`config.mk`:
```
export PLATFORM = sky130hd
export DESIGN_NAME = stbs_ctrl
export DESIGN_NICKNAME = d
export VERILOG_FILES = /design/src/sv/stbs_pkg.sv /design/src/sv/stbs_ctrl.sv
export SDC_FILE = /design/constraint.sdc
export NUM_CORES = 1
export LEC_CHECK = 0
export ABC_CLOCK_PERIOD_IN_PS = 1200
export BUFFER_PORTS_ARGS = -buffer_cell sky130_fd_sc_hd__buf_2
export CORE_AREA = 2 2 39 41
export DETAILED_ROUTE_END_ITERATION = 12
export DIE_AREA = 0 0 41 43
export MAX_ROUTING_LAYER = met4
export PLACE_DENSITY = 0.45
export SLEW_MARGIN = 20
export SYNTH_ARGS = -nofsm -noshare
export SYNTH_HDL_FRONTEND = slang
export SYNTH_SLANG_ARGS = --single-unit
```
`constraint.sdc`:
```
create_clock -name clk -period 1.2 [get_ports clk]
set_clock_uncertainty 0.1 [all_clocks]
set_input_delay 0.18 -clock clk [delete_from_list [all_inputs] [get_ports clk]]
set_output_delay 0.18 -clock clk [all_outputs]
set_load 0.02 [all_outputs]
```
`src/sv/stbs_pkg.sv`:
```
// Shared types and constants for the sorted table binary search block.
// Used by stbs_ctrl, stbs_datapath and sorted_table_binary_search; no dependencies.
`default_nettype none

package stbs_pkg;

  localparam int SLOT_BITS  = 10;
  localparam int KEY_BITS   = 32;
  localparam int PROBE_BITS = 4;

  localparam logic [PROBE_BITS-1:0] PROBE_MAX = '1;

  localparam logic OP_WRITE  = 1'b0;
  localparam logic OP_SEARCH = 1'b1;

  typedef struct packed {
    logic                       op;
    logic [SLOT_BITS-1:0]       slot;
    logic signed [KEY_BITS-1:0] entry_value;
    logic signed [KEY_BITS-1:0] key;
    logic [SLOT_BITS-1:0]       lo_slot;
    logic [SLOT_BITS-1:0]       hi_slot;
  } req_word_t;

  typedef struct packed {
    logic                  found;
    logic [SLOT_BITS-1:0]  found_slot;
    logic [PROBE_BITS-1:0] probes;
  } rsp_word_t;

  // Commands from the controller to the datapath.
  typedef struct packed {
    logic load;
    logic wr_en;
    logic rd_en;
    logic step;
    logic finish;
  } cmd_t;

  // Status from the datapath to the controller.
  typedef struct packed {
    logic empty;
    logic equal;
  } sts_t;

endpackage

`default_nettype wire

```
`src/sv/stbs_ctrl.sv`:
```
// Controller state machine of the binary search block.
// Drives datapath commands and both handshakes. Depends on stbs_pkg.
`default_nettype none

module stbs_ctrl (
  input  wire logic           clk,
  input  wire logic           rst,
  input  wire logic           req_valid,
  input  wire logic           req_op,
  output logic                req_stall,
  output logic                rsp_valid,
  input  wire logic           rsp_stall,
  input  wire stbs_pkg::sts_t sts,
  output stbs_pkg::cmd_t      cmd
);

  localparam logic [1:0] S_IDLE  = 2'd0;
  localparam logic [1:0] S_CHECK = 2'd1;
  localparam logic [1:0] S_CMP   = 2'd2;
  localparam logic [1:0] S_DONE  = 2'd3;

  logic [1:0] state;
  logic [1:0] state_next;
  logic       rsp_free;

  assign req_stall = (state != S_IDLE);
  assign rsp_free  = !rsp_valid || !rsp_stall;

  always_comb begin
    state_next = state;
    cmd        = '0;
    unique case (state)
      S_IDLE: begin
        if (req_valid) begin
          if (req_op == stbs_pkg::OP_SEARCH) begin
            cmd.load   = 1'b1;
            state_next = S_CHECK;
          end else begin
            cmd.wr_en = 1'b1;
          end
        end
      end
      S_CHECK: begin
        if (sts.empty) begin
          state_next = S_DONE;
        end else begin
          cmd.rd_en  = 1'b1;
          state_next = S_CMP;
        end
      end
      S_CMP: begin
        cmd.step   = 1'b1;
        state_next = sts.equal ? S_DONE : S_CHECK;
      end
      S_DONE: begin
        if (rsp_free) begin
          cmd.finish = 1'b1;
          state_next = S_IDLE;
        end
      end
      default: begin
        state_next = S_IDLE;
      end
    endcase
  end

  always_ff @(posedge clk) begin
    if (rst) begin
      state     <= S_IDLE;
      rsp_valid <= 1'b0;
    end else begin
      state     <= state_next;
      rsp_valid <= cmd.finish || (rsp_valid && rsp_stall);
    end
  end

endmodule

`default_nettype wire

```
==> summary.txt, run 1 <==
Run status
  – Status: finished, violations left
  – Failing checks: setup timing

Logic synthesis
  – Simple-gate share of the synthesized area: 0.368
  – Synth top area share: 0.361
  – Synth Area in Compound Gates: 0.271
  – Largest family of logic cells by synthesized area: simple AND/OR/NAND/NOR gates
  – Post-synthesis mux area share: 0
  – #FFs+latches synth: 3
  – Leading area contributor after synthesis: dfxtp_1
  – Mapped Area: 166 um^2
  – Avg Cell Area, Syn: 9.79 um^2
  – Number of synthesized flops with an enable pin: 0
  – Unique cell type count in the Yosys netlist: 11
  – Part of the Yosys area used for sequential elements: 0.361
  – Synth top cells by count: 3 x a21oi_1, 3 x dfxtp_1, 2 x a211oi_1, 2 x nand2_1
  – Prevailing post-synth register cell: dfxtp_1
  – Area share of fa/ha/maj cells after synthesis: 0
  – Post-Synth XOR/XNOR Area: 0
  – FFs w/ async S/R, synth: 0
  – Post-synthesis net count: 24
  – Synth area leaders: dfxtp_1 36%, a21oi_1 9.0%, a2111oi_2 9.0%
  – Mapped Cells: 17
  – Yosys warning total: 0

Placed design
  – Routability-driven placement congestion ratio: between 0.5 and 0.6
  – Pre-CTS WS: 16.1 ps
  – Placed instance count: 49
  – DP HPWL: 372 um
  – Number of port buffers: 13

STA
  – Tmin final: about 1400 ps
  – Setup TNS: -837 ps
  – Slew @ Worst Pin: slightly below 300 ps
  – Final worst slack: -213 ps
  – Final Hold Viols: 0
  – Slew headroom: 0.802
  – Fmax achieved: between 700 and 800 MHz
  – RSZ-0062 raised after global routing: true
  – Slew Limit Fails: 0
  – Period utilization: 1.18
  – Finish-stage setup viols: 6
  – Hold Slack: between 30 and 40 ps

Setup path
  – Critical R2R Launch: state[0]
  – CP startpoint: state[0]
  – Worst Path Required: between 900 and 1000 ps
  – CP max FO: 5
  – Critical path type: flip-flop to primary output
  – CP startpoint kind: flip-flop
  – Crit path arrival time: 1130 ps
  – CP endpoint kind: primary output

GRT
  – GRT Total Usage: 0.0740
  – Vias in the first global route: roughly 210
  – Grt ovf: 0
  – Initial antenna violation count: 0
  – First-pass GRT wire length: approximately 770 um
  – Largest net degree at the start of global routing: 7

Drt
  – Drt pass-1 iters: 1
  – Drc violations: 0
  – Routed len/inst: just over 9 um
  – Via-to-Cell Ratio: between 3 and 4
  – Routed WL: approximately 500 um
  – Vias post-DR: around 210
  – Final ANT Viol Nets: 0
  – Initial DRC Count: 0

CTS
  – Clock transition at the registers of the reported paths: ~40 ps
  – Longest Clk Path Bufs: 2
  – Hold-fix buffers, CTS: 0
  – H-Tree Depth: 1
  – CTS Sinks: 3
  – CTS root buf: clkbuf_4
  – CTS Buf Count: 3
  – Clk_lat worst skew: ~240 ps
  – TritonCTS clock tree: done

Cells and area
  – Multi-input gate area: between 100 and 150 um^2
  – Ant diodes: 0
  – FF/Latch Area: ~63 um^2
  – Final layout net count: 46
  – Fill cells: about 160
  – P&R area growth vs syn: 120%
  – Ratio of cells with drive above 1 in the final layout: 0.763
  – Fin cells: between 50 and 60

Die
  – Top-Level Pins: 14
  – Core area: ~1400 um^2
  – Width of the die: a little over 40 um
  – FP Rows: 14
  – Die Ht: approximately 43 um
  – Total die area: 1760 um^2
  – Initial core utilization: 0.120

Min path
  – Worst min path class: primary input to flip-flop
  – Hold path startpoint: rst

Flow run
  – Max cap viols: 0

Power
  – PwrDens: 1260 nW/um^2
  – Overall power: 0.462 mW
  – Leak: between 0.15 and 0.2 nW
  – Peak supply drop: about 0.47 mV
[path summary, 6_finish.rpt]
kind / endpoint / slack, ps / cells past startpoint
setup / recovery: cmd[3] / -210 / 3
hold / removal: state[0] / 30 / 2
setup reg to reg: state[0] / 60 / 3
hold reg to reg: state[0] / 470 / 2
[state kept, by name (all words and copies together), names as in the netlist]
signal and cells:
state 2, rsp_valid 1
[cell families (layout without fill, tap and decap cells)]
family                 after synthesis  after routing
AO/OA/AOI/OAI                        6              6
buffers and inverters                0             21
flip-flops                           3              3
AND/OR/NAND/NOR                      8              8
[what timing repair did]
item | 4_1_cts | 5_1_grt
buffers inserted | 0 | 1
setup endpoints to repair | 6 | 7
gates resized for setup | 9 | 3
gates cloned | 0 | 0
pin swaps | 1 | 1
[layer usage]
| metal | up-vias | part of all wire | GRT usage | wire (um) |
|---|---|---|---|---|
| met3 | 0 | 0.13 | 0.0785 | 66 |
| met5 | - | 0 | - | 0 |
| met2 | 11 | 0.44 | 0.0938 | 218 |
| met1 | 90 | 0.43 | 0.0673 | 215 |
| li1 | 108 | - | - | - |
| met4 | 0 | 0 | 0.0400 | 0 |
[cell type report]
class,instances,share of cell area
Clock buffer,4,0.0717
Multi-Input combinational cell,14,0.338
Sequential cell,3,0.171
Tap cell,16,0.0546
Timing Repair Buffer,17,0.365
[placed cells by master (no fill, tap or decap), types with 2 or more instances in the layout]
cell / instances
a21oi_1: 2
buf_4: 6
clkbuf_4: 3
buf_6: 3
dfxtp_2: 2
buf_2: 7
a211oi_1: 2
nand2_1: 2
[report_power, final]
group	switching (mW)	leakage (nW)	internal, mW
logic	0.0691	0.121	0.0938
registers	0.00927	0.0253	0.110
clock network	0.0552	0.0150	0.125
[critical path, cell delays in order (launching register included)]
cell,delay (ps)
dfxtp_2,330
or2_4,260
nor3b_4,170
buf_6,140
[per-stage QoR]
step / util / instance area (um^2)
after global routing: 0.265 / 367
after global placement: 0.217 / 300
final: 0.265 / 367
after detailed placement: 0.217 / 300
after CTS: 0.252 / 349
after floorplan: - / 180
Power figures use the tool's default switching activity.
==> run 2, diff against run 1 <==
- PLACE_DENSITY: 0.45 -> 0.32
- SETUP_SLACK_MARGIN: unset -> 0.3
==> summary.txt, run 2 (synthesized netlist as in run 1, its figures left out) <==
Run status
  – Status: finished, violations left (unchanged)
  – Failing checks: setup timing (unchanged)

CTS
  – TritonCTS clock tree: done (unchanged)
  – Clock transition at the registers of the reported paths: 40 ps (about the same)
  – Clk_lat worst skew: 240 ps (about the same)
  – Longest Clk Path Bufs: 2 (unchanged)
  – CTS root buf: clkbuf_4 (unchanged)
  – CTS Buf Count: 3 (unchanged)
  – H-Tree Depth: 1 (unchanged)
  – CTS Sinks: 3 (unchanged)
  – Hold-fix buffers, CTS: 0 (unchanged)

Drt
  – Routed len/inst: 9.89 um (was 9.26 um)
  – Final ANT Viol Nets: 0 (unchanged)
  – Drc violations: 0 (unchanged)
  – Via-to-Cell Ratio: 4.13 (was 3.87)
  – Vias post-DR: 223 (was 209)
  – Routed WL: 534 um (was 500 um)
  – Initial DRC Count: 2 (was 0)
  – Drt pass-1 iters: 4 (was 1)

Power
  – Peak supply drop: 0.427 mV (was 0.475 mV)
  – Overall power: 0.462 mW (about the same)
  – Leak: 0.164 nW (was 0.161 nW)
  – PwrDens: 1160 nW/um^2 (was 1260 nW/um^2)

Die
  – Initial core utilization: 0.120 (unchanged)
  – Core area: 1380 um^2 (unchanged)
  – FP Rows: 14 (unchanged)
  – Die Ht: 43 um (unchanged)
  – Width of the die: 41 um (unchanged)
  – Top-Level Pins: 14 (unchanged)
  – Total die area: 1760 um^2 (unchanged)

STA
  – Final worst slack: -221 ps (was -213 ps)
  – RSZ-0062 raised after global routing: true (unchanged)
  – Fmax achieved: 704 MHz (was 708 MHz)
  – Slew Limit Fails: 0 (unchanged)
  – Tmin final: 1420 ps (was 1410 ps)
  – Slew @ Worst Pin: 361 ps (was 295 ps)
  – Slew headroom: 0.758 (was 0.802)
  – Finish-stage setup viols: 6 (unchanged)
  – Final Hold Viols: 0 (unchanged)
  – Period utilization: 1.18 (about the same)

GRT
  – Grt ovf: 0 (unchanged)
  – Largest net degree at the start of global routing: 8 (was 7)
  – GRT Total Usage: 0.0874 (was 0.0740)
  – Vias in the first global route: 226 (was 206)
  – First-pass GRT wire length: 931 um (was 765 um)
  – Initial antenna violation count: 0 (unchanged)

Cells and area
  – Reg with most FFs: state (unchanged)
  – Ant diodes: 0 (unchanged)
  – Final layout net count: 46 (unchanged)
  – Ratio of cells with drive above 1 in the final layout: 0.842 (was 0.763)
  – Largest regs: state (2), rsp_valid (1) (unchanged)
  – Commonest cells after routing, fill and taps aside: 7 x buf_2, 6 x buf_4, 4 x buf_6, 3 x clkbuf_4 (was 7 x buf_2, 6 x buf_4, 3 x clkbuf_4, 3 x buf_6)
  – Most common cell after layout, fill and taps aside: buf_2 (unchanged)
  – FF/Latch Area: 68.8 um^2 (was 62.6 um^2)
  – Max FFs per register: 2 (unchanged)
  – P&R area growth vs syn: 139% (was 120%)
  – Multi-input gate area: 158 um^2 (was 124 um^2)
  – Cell area after layout: 398 um^2 (was 367 um^2)
  – Fill cells: 155 (was 157)

Placed design
  – Routability-driven placement congestion ratio: 0.723 (was 0.597)
  – DP HPWL: 387 um (was 372 um)
  – Placed Area: 295 um^2 (was 300 um^2)
  – Number of port buffers: 13 (unchanged)

Setup path
  – Delay-heaviest family, CP: simple AND/OR/NAND/NOR gates (unchanged)
  – Crit-path max cell delay: 350 ps (was 330 ps)
  – CP endpoint kind: primary output (unchanged)
  – CP startpoint kind: flip-flop (unchanged)
  – Critical path type: flip-flop to primary output (unchanged)
  – Crit-path cells: or2_4 > nor3b_4 > buf_6 (unchanged)
  – Worst Path Required: 920 ps (about the same)
  – CP bufs+invs: 1 (unchanged)
  – Crit path arrival time: 1140 ps (was 1130 ps)
  – CP max stage cell: dfxtp_2 (unchanged)
  – CP max FO: 7 (was 5)

Min path
  – Worst min path class: primary input to flip-flop (unchanged)

Flow run
  – Max cap viols: 0 (unchanged)
==> run 2: repair_timing <==
item / in CTS / in global routing
setup buffers: 2 / 0
setup endpoints to repair: 10 / 10
resized for setup: 15 / 1
cloned: 0 / 0
pin swaps: 2 / 2
==> run 2: where the power goes <==
group	switching, mW	internal [mW]	leakage (nW)
registers	0.0108	0.109	0.0264
logic	0.0750	0.0867	0.123
clock network	0.0556	0.125	0.0150
total	0.141	0.320	0.164
==> run 2: per-layer routing <==
metal	global-route usage	routed length [um]	up-vias
met2	0.119	260	11
met1	0.0833	204	101
met4	0.0600	9	0
li1	-	-	109
met3	0.0628	59	2
met5	-	0	-
==> run 2: layout make-up <==
class | instances | area share
Tap cell | 16 | 0.0503
Timing Repair Buffer | 17 | 0.314
Multi-Input combinational cell | 14 | 0.396
Clock buffer | 4 | 0.0660
Sequential cell | 3 | 0.173
==> run 2: final timing paths <==
check / start / endpoint / slack, ps / cells after the start
worst max-delay path: state[1] / cmd[3] / -220 / 3
worst min-delay path: rst / state[1] / 70 / 2
worst max register to register: state[1] / state[0] / 20 / 3
worst min register to register: state[1] / rsp_valid / 510 / 2
==> run 2: stage by stage <==
stage	hold WS [ps]	setup TNS [ps]	utilization	setup WS, ps	cells
floorplan	141	0	-	23.2	17
global placement	284	0	0.213	14.4	48
detailed placement	278	0	0.213	10.8	48
CTS	50.9	-935	0.286	-228	54
global route	63.0	-1120	0.288	-250	54
finish	69.1	-792	0.288	-221	54
==> run 3, diff against run 2 <==
--- a/config.mk
+++ b/config.mk
@@ -13,3 +13,3 @@
 export MAX_ROUTING_LAYER = met4
-export PLACE_DENSITY = 0.32
+export PLACE_DENSITY = 0.39
 export SETUP_SLACK_MARGIN = 0.3
@@ -19 +19,2 @@
 export SYNTH_SLANG_ARGS = --single-unit
+export TNS_END_PERCENT = 20
--- a/constraint.sdc
+++ b/constraint.sdc
@@ -4,2 +4,2 @@
 set_output_delay 0.18 -clock clk [all_outputs]
-set_load 0.02 [all_outputs]
+set_load 0.1 [all_outputs]
==> summary.txt, run 3 (synthesized netlist as in run 1, its figures left out) <==
STA
  – Final Hold Viols: 0 (unchanged)
  – Hold Slack: 41.8 ps (was 69.1 ps)
  – Slew @ Worst Pin: 271 ps (was 361 ps)
  – RSZ-0062 raised after global routing: true (unchanged)
  – Slew Limit Fails: 0 (unchanged)
  – Period utilization: 1.28 (was 1.18)
  – Finish-stage setup viols: 7 (was 6)
  – Tmin final: 1530 ps (was 1420 ps)
  – Final worst slack: -331 ps (was -221 ps)
  – Slew headroom: 0.819 (was 0.758)
  – Fmax achieved: 653 MHz (was 704 MHz)

Setup path
  – CP bufs+invs: 1 (unchanged)
  – Critical path type: flip-flop to primary output (unchanged)
  – Flop2flop setup slack: -10 ps (was 20 ps)
  – CP startpoint kind: flip-flop (unchanged)
  – CP max stage cell: dfxtp_4 (was dfxtp_2)
  – Worst Path Required: 920 ps (about the same)
  – Crit path depth: 3 (unchanged)
  – Crit-path cells: or2_4 > nor3b_4 > buf_12 (was or2_4 > nor3b_4 > buf_6)
  – Reg2Reg Depth: 3 (unchanged)
  – CP startpoint: state[0] (was state[1])
  – CP endpoint kind: primary output (unchanged)
  – R2R Path End: state[0] (unchanged)
  – Crit-path max cell delay: 340 ps (was 350 ps)
  – Critical R2R Launch: state[0] (was state[1])
  – Delay-heaviest family, CP: simple AND/OR/NAND/NOR gates (unchanged)
  – Worst Setup EP: cmd[3] (unchanged)
  – CP max FO: 4 (was 7)
  – Crit path arrival time: 1250 ps (was 1140 ps)

CTS
  – CTS Sinks: 3 (unchanged)
  – Clk_lat worst skew: 230 ps (was 240 ps)
  – CTS Buf Count: 3 (unchanged)
  – Clock transition at the registers of the reported paths: 40 ps (about the same)
  – CTS root buf: clkbuf_4 (unchanged)
  – Longest Clk Path Bufs: 2 (unchanged)
  – H-Tree Depth: 1 (unchanged)
  – Hold-fix buffers, CTS: 0 (unchanged)
  – TritonCTS clock tree: done (unchanged)

Cells and area
  – Ant diodes: 0 (unchanged)
  – Most common cell after layout, fill and taps aside: buf_12 (was buf_2)
  – FF/Latch Area: 71.3 um^2 (was 68.8 um^2)
  – Largest regs: state (2), rsp_valid (1) (unchanged)
  – Multi-input gate area: 153 um^2 (was 158 um^2)
  – Final layout net count: 50 (was 46)
  – Fill cells: 145 (was 155)
  – P&R area growth vs syn: 211% (was 139%)
  – Ratio of cells with drive above 1 in the final layout: 0.857 (was 0.842)
  – Commonest cells after routing, fill and taps aside: 8 x buf_12, 6 x buf_2, 6 x buf_4, 3 x clkbuf_4, 3 x dfxtp_4 (was 7 x buf_2, 6 x buf_4, 4 x buf_6, 3 x clkbuf_4)
  – Reg with most FFs: state (unchanged)
  – Fin cells: 58 (was 54)
  – Max FFs per register: 2 (unchanged)

GRT
  – Grt ovf: 0 (unchanged)
  – GRT Total Usage: 0.103 (was 0.0874)
  – First-pass GRT wire length: 1100 um (was 931 um)
  – Initial antenna violation count: 0 (unchanged)
  – Largest net degree at the start of global routing: 5 (was 8)
  – Vias in the first global route: 241 (was 226)

Min path
  – Hold path depth: 2 (unchanged)
  – Worst min path class: primary input to flip-flop (unchanged)

Placed design
  – DP HPWL: 532 um (was 387 um)
  – Placed instance count: 50 (was 48)
  – Routability-driven placement congestion ratio: 0.635 (was 0.723)
  – Pre-CTS WS: -86.7 ps (was 10.8 ps)
  – Number of port buffers: 13 (unchanged)

Drt
  – Routed wire length on met2: 351 um (was 260 um)
  – Max layer used: met3 (was met4)
  – Drt pass-1 iters: 1 (was 4)
  – Via-to-Cell Ratio: 4.05 (was 4.13)
  – Final ANT Viol Nets: 0 (unchanged)
  – Initial DRC Count: 0 (was 2)
  – Routed len/inst: 11.9 um (was 9.89 um)
  – Drc violations: 0 (unchanged)
  – Routed WL: 692 um (was 534 um)
  – Vias post-DR: 235 (was 223)
  – Met1 WL: 260 um (was 204 um)
  – Met3 routed wirelength: 80 um (was 59 um)

Power
  – Overall power: 0.668 mW (was 0.462 mW)
  – Peak supply drop: 0.543 mV (was 0.427 mV)
  – PwrDens: 1290 nW/um^2 (was 1160 nW/um^2)
  – Leak: 0.220 nW (was 0.164 nW)

Die
  – Die Ht: 43 um (unchanged)
  – Total die area: 1760 um^2 (unchanged)
  – Width of the die: 41 um (unchanged)
  – Core area: 1380 um^2 (unchanged)
  – Top-Level Pins: 14 (unchanged)
  – Initial core utilization: 0.120 (unchanged)
  – FP Rows: 14 (unchanged)

Run status
  – Failing checks: setup timing (unchanged)
  – Status: finished, violations left (unchanged)

Flow run
  – Max cap viols: 0 (unchanged)
==> run 3: cell types whose count changed in the layout (fill, tap and decap cells not counted), sizes merged <==
cell	previous run	this run
buf	17	21
==> run 3: metrics by stage <==
step / utilization / TNS [ps] / cell area, um^2
after detailed placement: 0.308 / -117 / 427
after global routing: 0.373 / -1910 / 517
after CTS: 0.368 / -1570 / 509
after global placement: 0.308 / -82.2 / 427
final: 0.373 / -1570 / 517
after floorplan: - / -1960 / 206
==> run 3: routing by layer <==
metal | up-vias | track usage
met5 | - | -
met4 | 0 | 0.0600
met3 | 0 | 0.0733
met2 | 14 | 0.138
met1 | 107 | 0.105
li1 | 114 | -
==> run 3: timing repair <==
item / CTS / global route
setup endpoints to repair: 10 / 10
buffers inserted: 3 / 1
gates resized for setup: 6 / 0
endpoints found under the hold margin: 0 / 0
pin swaps: 2 / 1
==> run 3: how the worst min path moves through the flow <==
stage               slack [ps]   endpoint  from
floorplan                  140  rsp_valid   rst
global placement           280  rsp_valid   rst
detailed placement         290   state[0]   rst
CTS                         40   state[0]   rst
global route                40   state[0]   rst
finish                      40   state[0]   rst
==> run 3: layout make-up <==
type                       count  area share
clock buffer                   4      0.0508
tap                           16      0.0387
sequential                     3       0.138
multi-input combinational     14       0.295
timing repair buffer          21       0.477
==> run 3: power breakdown <==
group,internal (mW),switching (mW),total (mW)
clock,0.125,0.0544,0.179
combinational,0.161,0.209,0.370
sequential,0.108,0.0107,0.119
total,0.394,0.275,0.668
